$ cat config.mk
export PLATFORM = sky130hd
export DESIGN_NAME = jpeg_frame_header_scanner
export DESIGN_NICKNAME = d
export VERILOG_FILES = /design/src/design/jfhs_pkg.sv /design/src/design/jfhs_parser.sv /design/src/design/jpeg_frame_header_scanner.sv
export SDC_FILE = /design/constraint.sdc
export NUM_CORES = 1
export LEC_CHECK = 0
export BUFFER_PORTS_ARGS = -buffer_cell sky130_fd_sc_hd__buf_4
export CAP_MARGIN = 5
export CORE_ASPECT_RATIO = 0.6
export CORE_MARGIN = 3
export CORE_UTILIZATION = 40
export DETAILED_ROUTE_END_ITERATION = 16
export GPL_TIMING_DRIVEN = 1
export PLACE_DENSITY = 0.6
export SKIP_CTS_REPAIR_TIMING = 1
export SYNTH_ARGS = -nofsm -noshare
export SYNTH_HDL_FRONTEND = slang
export SYNTH_HIERARCHICAL = 1
export SYNTH_SLANG_ARGS = --single-unit
$ cat constraint.sdc
create_clock -name clk -period 5.5 [get_ports clk]
set_input_delay 0.275 -clock clk [delete_from_list [all_inputs] [get_ports clk]]
set_output_delay 0.275 -clock clk [all_outputs]
set_load 0.05 [all_outputs]
$ cat src/design/jfhs_pkg.sv
// Shared types and constants for the JPEG frame header scanner.
// Payload structs, parse phase encoding and marker byte values.
// No dependencies.
package jfhs_pkg;

  typedef struct packed {
    logic [7:0] data_byte;
    logic       end_of_file;
  } item_t;

  typedef struct packed {
    logic        header_ok;
    logic [15:0] image_width;
    logic [15:0] image_height;
  } result_t;

  typedef enum logic [8:0] {
    PH_SIG0   = 9'b000000001,
    PH_SIG1   = 9'b000000010,
    PH_HUNT   = 9'b000000100,
    PH_MARK   = 9'b000001000,
    PH_LENHI  = 9'b000010000,
    PH_LENLO  = 9'b000100000,
    PH_SKIP   = 9'b001000000,
    PH_SOFHDR = 9'b010000000,
    PH_COMP   = 9'b100000000
  } phase_t;

  // marker class held in the field index while a length is read
  localparam logic [2:0] CLS_SKIP  = 3'd0;
  localparam logic [2:0] CLS_SOF0  = 3'd1;
  localparam logic [2:0] CLS_OTHER = 3'd2;

  // SOF0 header byte positions
  localparam logic [2:0] HDR_PREC  = 3'd0;
  localparam logic [2:0] HDR_HGTHI = 3'd1;
  localparam logic [2:0] HDR_HGTLO = 3'd2;
  localparam logic [2:0] HDR_WIDHI = 3'd3;
  localparam logic [2:0] HDR_WIDLO = 3'd4;

  // component record byte positions
  localparam logic [2:0] CMP_ID    = 3'd0;
  localparam logic [2:0] CMP_SAMP  = 3'd1;

  localparam logic [7:0] BYTE_FF   = 8'hFF;
  localparam logic [7:0] MRK_SOI   = 8'hD8;
  localparam logic [7:0] MRK_EOI   = 8'hD9;
  localparam logic [7:0] MRK_SOS   = 8'hDA;
  localparam logic [7:0] MRK_SOF0  = 8'hC0;
  localparam logic [7:0] MRK_SOF15 = 8'hCF;
  localparam logic [7:0] MRK_DHT   = 8'hC4;
  localparam logic [7:0] MRK_JPG   = 8'hC8;
  localparam logic [7:0] MRK_DAC   = 8'hCC;
  localparam logic [7:0] MRK_RST0  = 8'hD0;
  localparam logic [7:0] MRK_RST7  = 8'hD7;
  localparam logic [7:0] MRK_TEM   = 8'h01;
  localparam logic [7:0] MRK_NUL   = 8'h00;

  localparam logic [7:0] SAMP_11   = 8'h11;
  localparam logic [7:0] SAMP_22   = 8'h22;
  localparam logic [7:0] SAMP_21   = 8'h21;

  localparam logic [7:0]  PRECISION   = 8'd8;
  localparam logic [15:0] LEN_MIN     = 16'd2;
  localparam logic [15:0] LEN_SOF_MIN = 16'd11;
  localparam logic [15:0] LEN_SOF_1C  = 16'd11;
  localparam logic [15:0] LEN_SOF_3C  = 16'd17;
  localparam logic [7:0]  NCOMP_1     = 8'd1;
  localparam logic [7:0]  NCOMP_3     = 8'd3;
  localparam logic [7:0]  TABLE_MAX   = 8'd3;

endpackage

$ cat src/design/jfhs_parser.sv
// Byte-wise parse state and next-state logic of the frame header scanner.
// Updates on every transfer and flags the verdict in the same cycle.
// Depends on jfhs_pkg.
module jfhs_parser (
  input  logic              clk,
  input  logic              rst,
  input  logic              step,
  input  jfhs_pkg::item_t   item,
  output logic              res_valid,
  output jfhs_pkg::result_t res
);

  jfhs_pkg::phase_t phase, phase_next;
  logic [15:0] seg_len, seg_len_next;
  logic [15:0] skip_rem, skip_rem_next;
  logic [2:0]  fidx, fidx_next;
  logic [1:0]  ctot, ctot_next;
  logic [1:0]  cidx, cidx_next;
  logic [15:0] hgt, hgt_next;
  logic [15:0] wid, wid_next;
  logic        decided;

  logic        give;
  logic        give_ok;
  logic [7:0]  b;
  logic [15:0] len;
  logic [7:0]  samp;
  logic        samp_bad;
  logic        len_match;
  logic        standalone;
  logic        non_baseline;
  logic [1:0]  cidx_inc;

  assign b          = item.data_byte;
  assign len        = {seg_len[15:8], b};
  assign samp       = skip_rem[7:0];
  assign cidx_inc   = cidx + 2'd1;
  assign standalone = (b == jfhs_pkg::MRK_NUL) || (b == jfhs_pkg::MRK_SOI) ||
                      (b == jfhs_pkg::MRK_TEM) ||
                      ((b >= jfhs_pkg::MRK_RST0) && (b <= jfhs_pkg::MRK_RST7));
  assign non_baseline = (b > jfhs_pkg::MRK_SOF0) && (b <= jfhs_pkg::MRK_SOF15) &&
                        (b != jfhs_pkg::MRK_DHT) && (b != jfhs_pkg::MRK_JPG) &&
                        (b != jfhs_pkg::MRK_DAC);
  assign len_match = ((b == jfhs_pkg::NCOMP_1) && (seg_len == jfhs_pkg::LEN_SOF_1C)) ||
                     ((b == jfhs_pkg::NCOMP_3) && (seg_len == jfhs_pkg::LEN_SOF_3C));
  assign samp_bad  = (cidx == 2'd0) ?
                     ((samp != jfhs_pkg::SAMP_11) && (samp != jfhs_pkg::SAMP_22) &&
                      (samp != jfhs_pkg::SAMP_21)) :
                     (samp != jfhs_pkg::SAMP_11);

  always_comb begin
    phase_next    = phase;
    seg_len_next  = seg_len;
    skip_rem_next = skip_rem;
    fidx_next     = fidx;
    ctot_next     = ctot;
    cidx_next     = cidx;
    hgt_next      = hgt;
    wid_next      = wid;
    give          = 1'b0;
    give_ok       = 1'b0;
    if (!decided) begin
      case (phase)
        jfhs_pkg::PH_SIG0: begin
          if (b != jfhs_pkg::BYTE_FF) give = 1'b1;
          else phase_next = jfhs_pkg::PH_SIG1;
        end
        jfhs_pkg::PH_SIG1: begin
          if (b != jfhs_pkg::MRK_SOI) give = 1'b1;
          else phase_next = jfhs_pkg::PH_HUNT;
        end
        jfhs_pkg::PH_HUNT: begin
          if (b == jfhs_pkg::BYTE_FF) phase_next = jfhs_pkg::PH_MARK;
        end
        jfhs_pkg::PH_MARK: begin
          if (b != jfhs_pkg::BYTE_FF) begin
            if (standalone) begin
              phase_next = jfhs_pkg::PH_HUNT;
            end else if ((b == jfhs_pkg::MRK_EOI) || (b == jfhs_pkg::MRK_SOS)) begin
              give = 1'b1;
            end else begin
              if (b == jfhs_pkg::MRK_SOF0) fidx_next = jfhs_pkg::CLS_SOF0;
              else if (non_baseline) fidx_next = jfhs_pkg::CLS_OTHER;
              else fidx_next = jfhs_pkg::CLS_SKIP;
              phase_next = jfhs_pkg::PH_LENHI;
            end
          end
        end
        jfhs_pkg::PH_LENHI: begin
          seg_len_next = {b, 8'h00};
          phase_next   = jfhs_pkg::PH_LENLO;
        end
        jfhs_pkg::PH_LENLO: begin
          seg_len_next = len;
          if ((len < jfhs_pkg::LEN_MIN) || (fidx == jfhs_pkg::CLS_OTHER)) begin
            give = 1'b1;
          end else if (fidx == jfhs_pkg::CLS_SOF0) begin
            if (len < jfhs_pkg::LEN_SOF_MIN) begin
              give = 1'b1;
            end else begin
              fidx_next  = jfhs_pkg::HDR_PREC;
              phase_next = jfhs_pkg::PH_SOFHDR;
            end
          end else begin
            skip_rem_next = len - jfhs_pkg::LEN_MIN;
            phase_next    = (len != jfhs_pkg::LEN_MIN) ? jfhs_pkg::PH_SKIP
                                                       : jfhs_pkg::PH_HUNT;
          end
        end
        jfhs_pkg::PH_SKIP: begin
          skip_rem_next = skip_rem - 16'd1;
          if (skip_rem == 16'd1) phase_next = jfhs_pkg::PH_HUNT;
        end
        jfhs_pkg::PH_SOFHDR: begin
          fidx_next = fidx + 3'd1;
          case (fidx)
            jfhs_pkg::HDR_PREC:  if (b != jfhs_pkg::PRECISION) seg_len_next = 16'd0;
            jfhs_pkg::HDR_HGTHI: hgt_next = {b, 8'h00};
            jfhs_pkg::HDR_HGTLO: hgt_next = {hgt[15:8], b};
            jfhs_pkg::HDR_WIDHI: wid_next = {b, 8'h00};
            jfhs_pkg::HDR_WIDLO: wid_next = {wid[15:8], b};
            default: begin
              if (!len_match || (wid == 16'd0) || (hgt == 16'd0)) begin
                give = 1'b1;
              end else begin
                ctot_next  = b[1:0];
                cidx_next  = 2'd0;
                fidx_next  = jfhs_pkg::CMP_ID;
                phase_next = jfhs_pkg::PH_COMP;
              end
            end
          endcase
        end
        jfhs_pkg::PH_COMP: begin
          if (fidx == jfhs_pkg::CMP_ID) begin
            fidx_next = jfhs_pkg::CMP_SAMP;
          end else if (fidx == jfhs_pkg::CMP_SAMP) begin
            skip_rem_next = {8'h00, b};
            fidx_next     = fidx + 3'd1;
          end else if ((b > jfhs_pkg::TABLE_MAX) || samp_bad) begin
            give = 1'b1;
          end else begin
            cidx_next = cidx_inc;
            fidx_next = jfhs_pkg::CMP_ID;
            if (cidx_inc == ctot) begin
              give    = 1'b1;
              give_ok = 1'b1;
            end
          end
        end
        default: phase_next = jfhs_pkg::PH_HUNT;
      endcase
    end
  end

  assign res_valid        = step && (give || (item.end_of_file && !decided));
  assign res.header_ok    = give_ok;
  assign res.image_width  = give_ok ? wid : 16'd0;
  assign res.image_height = give_ok ? hgt : 16'd0;

  always_ff @(posedge clk) begin
    if (rst || (step && item.end_of_file)) begin
      phase    <= jfhs_pkg::PH_SIG0;
      seg_len  <= 16'd0;
      skip_rem <= 16'd0;
      fidx     <= 3'd0;
      ctot     <= 2'd0;
      cidx     <= 2'd0;
      hgt      <= 16'd0;
      wid      <= 16'd0;
      decided  <= 1'b0;
    end else if (step) begin
      phase    <= phase_next;
      seg_len  <= seg_len_next;
      skip_rem <= skip_rem_next;
      fidx     <= fidx_next;
      ctot     <= ctot_next;
      cidx     <= cidx_next;
      hgt      <= hgt_next;
      wid      <= wid_next;
      decided  <= decided | give;
    end
  end

endmodule

$ cat src/design/jpeg_frame_header_scanner.sv
// JPEG baseline frame header scanner, one file byte per transfer.
// The verdict is registered and presented in the cycle after the deciding byte is taken.
// Throughput: one byte per cycle, held off only while a result waits on result_stall.
// One result per file; bytes after a verdict are dropped until end of file.
// Reset (rst, synchronous) returns the parser to the signature check and clears
// result_valid; end of file does the same for the parser.
module jpeg_frame_header_scanner (
  input  logic              clk,
  input  logic              rst,
  input  logic              item_valid,
  output logic              item_stall,
  input  jfhs_pkg::item_t   item,
  output logic              result_valid,
  input  logic              result_stall,
  output jfhs_pkg::result_t result
);

  logic              step;
  logic              res_valid;
  jfhs_pkg::result_t res;

  assign item_stall = result_valid && result_stall;
  assign step       = item_valid && !item_stall;

  jfhs_parser u_parser (
    .clk       (clk),
    .rst       (rst),
    .step      (step),
    .item      (item),
    .res_valid (res_valid),
    .res       (res)
  );

  always_ff @(posedge clk) begin
    if (rst) begin
      result_valid <= 1'b0;
    end else if (res_valid) begin
      result_valid <= 1'b1;
    end else if (!result_stall) begin
      result_valid <= 1'b0;
    end
  end

  always_ff @(posedge clk) begin
    if (res_valid) begin
      result <= res;
    end
  end

endmodule
### Word level (Yosys, flattened, before mapping)

Cells that the tools add are included.
Widths: inputs -> output; s select.

* multipliers: 0
* shifts and indexed selects: 0
* add/subtract/negate cells: 4
* equal/unequal tests: 57
* bitwise operators: 8
* reduce and logical (&&, ||, !) cells: 52
* div/mod/pow operators: 0
* order comparisons: 7
* muxes and demuxes: 68

Operator list (number)
* $mux 9: 12
* $mux 16: 6
* $pmux 16 s3: 2
* $pmux 9 s9: 1
* $pmux 16 s2: 2
* $eq 8x8->1 const B: 5
* $ne 8x8->1 const B: 5
* $mux 3: 12
* $logic_not 16->1: 2
* $ne 2x2->1 const B: 12
* $mux 1: 23
* $reduce_and 5->1: 4
* $eq 16x1->1 const B: 1
* $eq 16x4->1 const B: 1
* $eq 16x5->1 const B: 1
* $le 8x8->1 const B: 2
* $lt 16x2->1 const B: 1
* $lt 16x4->1 const B: 1
* $ne 16x2->1 const B: 1
* $ne 2x1->1 const B: 8
* $ne 8x6->1 const B: 2
* $sub 16x1->16 const B: 1
* $sub 16x2->16 const B: 1
* $logic_and 1x1->1: 14
* other kinds (47): 76

* memories: 0
* flip-flop bits (word level): 115
* bits in read-only memories: 0
* output and inout bits: 35
* input port bits: 13
* bits in writable memories: 0
* latch bits: 0

### Depth between registers and ports, before layout

* word-level depth: 13
* gate-level depth with buffers: 10
* mapped depth without buffers: 10

### By module

The synthesis kept the hierarchy.

By module, submodules not included
* jfhs_parser: cells each 659, instances 1, area each 4888.4 sq um
* jpeg_frame_header_scanner: cells each 38, instances 1, area each 1037.2 sq um

### Worst setup path before layout

Ideal clock, no wire load.

* kind: register -> register
* start point: register u_parser.phase[2]
* end point: register result[0] in the netlist's numbering, enable pin
* buffers on the path: 3
* clock period less this slack: 4165 ps
* setup slack: 1335 ps
* stages on the path, launching flop included: 9
* library setup time: 436 ps
* data arrival time: 3729 ps
* cells stage by stage: dfxtp_1 -> buf_6 -> or4_4 -> or4_1 -> buf_2 -> buf_2 -> nor3b_1 -> o31ai_1 -> a21oi_1

* word-level cells in the longest chain between the ends: 5
* elaborated cells on any way between the ends: 10
* those cells by class: eq/ne (6); mux (2); reduce/logical (2)

Ends and longest elaborated chain
* start: declaration: line jfhs_parser.sv:13 `jfhs_pkg::phase_t phase, phase_next;`
* start signal: assignment: line jfhs_parser.sv:163 `phase <= jfhs_pkg::PH_SIG0;`
* start signal: assignment: line jfhs_parser.sv:173 `phase <= phase_next;`
* $eq 9x9->1 (tied with other cells): line jfhs_parser.sv:63 `case (phase)`
* $pmux 1 s6 *: line jfhs_parser.sv:63
* $mux 1 *: line jfhs_parser.sv:62 `if (!decided) begin`
* $logic_or 1x1->1 *: line jfhs_parser.sv:156 `assign res_valid = step && (give || (item.end_of_file && !decided));`
* $logic_and 1x1->1 *: line jfhs_parser.sv:156
* via res_valid: line jpeg_frame_header_scanner.sv:19 `logic res_valid;`
* end signal: assignment: line jpeg_frame_header_scanner.sv:46 `result <= res;`
* end: declaration: line jpeg_frame_header_scanner.sv:15 `output jfhs_pkg::result_t result`

The timed path passes the listed nets; every way through them passes the cells marked *.
A chain may end at the register's enable or synchronous reset.

### Final worst setup path

* start point: register u_parser.phase[2]
* end point: register result[20] in the netlist's numbering, enable pin

Same word-level chain as after synthesis.

==> qor.txt <==
required time of the critical path - 5.52 ns
FFs w/ async S/R, synth - 0%
Antenna Nets Post-Route - 0
Cells after Synth - 697
MaxCap Viol Count - 0
Setup TNS - 0 ns
final hold viol count - 0
largest net degree at the start of global routing - 65
Max Fclk - 283 MHz
first-pass GRT wire length - 26.6 mm
initial antenna violation count - 0
total wire length - 17.1 mm
Setup crit start kind - flop
final weighted congestion in routability-driven placement - 0.974
FF-to-FF Start - u_parser/phase[2]
Core Footprint - 0.0141 mm^2
P_int - 1550 uW
clk sinks - 115
PwrDens - 307 mW/mm^2
total CTS buffers - 17
Worst Hold Slack - 0.0342 ns
type of the worst min-delay path - input port to flop
Synth Net Count - 721
Hold Startpoint - rst
fin crit share - 64.3%
Syn Std Cell Area - 0.00593 mm^2
final setup vio count - 0
Die Y - 100 um
vias - 5453
vias in the first global route - 4908
area leader, netlist - dfxtp_1
Area contributors post-synth - dfxtp_1 (28%), edfxtp_1 (17%), a21oi_1 (4.7%)
Filler Cells Inserted - 1350
fin crit period - 3.54 ns
placed cell area - 0.00638 mm^2
Most used DFF post-synth - dfxtp_1
GRT Residual Overflow - 0
unrepaired setup endpoints after global routing - false
Hold Path Stages - 2
ant diodes - 0
WL per Instance - 18.5 um
Crit. End Element - flop
Clock Power Share - 48.2%
Nets - 744
Ports - 48
routed vias/inst - 5.90
Cell Rows - 33
P_sw - 575 uW
Arr. time, crit path - 3.56 ns
clock latency on the worst-skew pair - 0.41 ns
worst relative slew slack - 17.5%
Worst Clk Skew - 0.00911 ns
placed cells - 893
reg-to-reg endpoint - result[20]
commonest cells after routing, fill and taps aside - dfxtp_1 (82), nand2_1 (74), nor2_1 (68)
Cell variety after synth - 61
worst vdd ir - 0.129 mV
share of total power in combinational logic - 9.2%
initial drt markers - 709
worst hold endpoint - result_valid
measured slew at the worst slew-check pin - 1.23 ns
final slew viol count - 0
clk slew on worst S/H paths - 0.06 ns
final instance area - 0.00693 mm^2
share of cells above drive strength 1 - 13.2%
area grow syn2layout - 17.0%
status - complete, no violations
Die ar. - 0.0164 mm^2
synthesis-stage register bit count - 115
GR Util All Layers - 21.0%
first-pass detailed-route iteration total - 5
post-synth top area share - 27.7%
final core utilization - 49.2%
Sw Share - 27.1%
# port buffers - 47
Static Leak - 0.00246 uW
DRC Markers - 0
Post-synth EDFFs - 33
Initial Util - 42.1%
Synth Warn # - 6
Flop pwr share - 42.6%
Bufs on Longest Clock Path - 2
CTS tree - done
Seq/Total Area, Yosys - 44.4%
worst r2r path cells - 6
final cell count without fillers - 925
critical path peak fanout - 34
commonest non-fill, non-tap cell in the layout - dfxtp_1
DP HPWL - 12.0 mm
Mapped Avg Cell Area - 8.50 um^2
R2R setup slack - 1.96 ns
die width - 163 um
CTS root buffer - clkbuf_16
H-tree levels - 4
critical path class - flop to flop
## power by group through the flow
stage          clock network (uW)  logic [uW]  registers (uW)
2_1_floorplan                   0        53.2            1000
5_1_grt                      1090         206             908
3_5_place_dp                    0         197             924
4_1_cts                      1050         197             906
6_report                     1020         196             906
3_3_place_gp                    0         196             923
## registers in the layout, summed over array words and instances, names as in the netlist
signal and count:
u_parser/ctot 2, u_parser/fidx 3, u_parser/phase 9, u_parser/skip_rem 16, u_parser/hgt 16, u_parser/wid 16, result_valid 1, u_parser/cidx 2
u_parser/seg_len 16, u_parser/decided 1, result 33
## worst max path at each step
stage | slack, ns | end | cells past startpoint | startpoint
final | 1.96 | result[20] | 6 | u_parser/phase[2]
after global routing | 1.75 | result[20] | 6 | u_parser/phase[2]
after CTS | 1.95 | result[20] | 6 | u_parser/phase[2]
after detailed placement | 1.98 | result[16] | 6 | u_parser/phase[2]
after global placement | 2.09 | result[16] | 6 | u_parser/phase[2]
after floorplan | 1.34 | result[0] | 8 | u_parser/phase[2]
## through the flow
step           power, uW  setup slack [ns]
6_report            2130              1.96
5_1_grt             2200              1.75
4_1_cts             2150              1.95
3_5_place_dp        1120              1.98
3_3_place_gp        1120              2.09
2_1_floorplan       1050              1.34
## cells by family (layout without fill, tap and decap cells)
| logic type | after synthesis | after routing | synth area share (%) |
|---|---|---|---|
| XOR/XNOR | 14 | 14 | 2.07 |
| AO/OA/AOI/OAI | 158 | 158 | 16.6 |
| adder cells (fa/ha/maj) | 11 | 11 | 2.32 |
| multiplexers | 10 | 10 | 1.71 |
| AND/OR/NAND/NOR | 327 | 327 | 28.7 |
| buffers and inverters | 62 | 98 | 4.27 |
| flip-flops | 115 | 115 | 44.4 |
## cells in the mapped netlist, types with 7 or more instances
library cell	number
a21oi_1	56
or3_1	8
nand4_1	13
dfxtp_1	82
and2_1	39
buf_2	7
ha_1	11
edfxtp_1	33
a22oi_1	25
clkbuf_1	38
nor2_1	68
mux2i_1	9
nor3_1	19
nor4_1	24
inv_1	14
nand3_1	31
nand2_1	74
or4_1	8
o21ai_0	37
xnor2_1	9
## critical path, stage by stage, from the launching register on
cell	delay [ns]
dfxtp_1	0.38
or4_4	0.57
or4_1	0.80
nand3_1	0.24
o21a_1	0.15
o31ai_1	0.13
a21oi_4	0.87
## cell type report
cell class	count	area, um^2	share of cell area, %
Clock buffer	19	454	6.55
Clock inverter	13	104	1.50
Inverter	14	52.6	0.758
Multi-Input combinational cell	520	3060	44.1
Sequential cell	115	2630	38.0
Tap cell	192	240	3.46
Timing Repair Buffer	52	390	5.63
## per-layer routing
metal	GRT usage, %	vias up	share of wire (%)	routed length, um
met3	4.33	11	8.5	1450
met2	28.7	245	40	6870
met1	33.1	2609	51	8660
li1	-	2588	-	-
met5	0	-	0	0
met4	5.13	0	0.66	113
No activity file was read; power rests on OpenSTA's default activity.
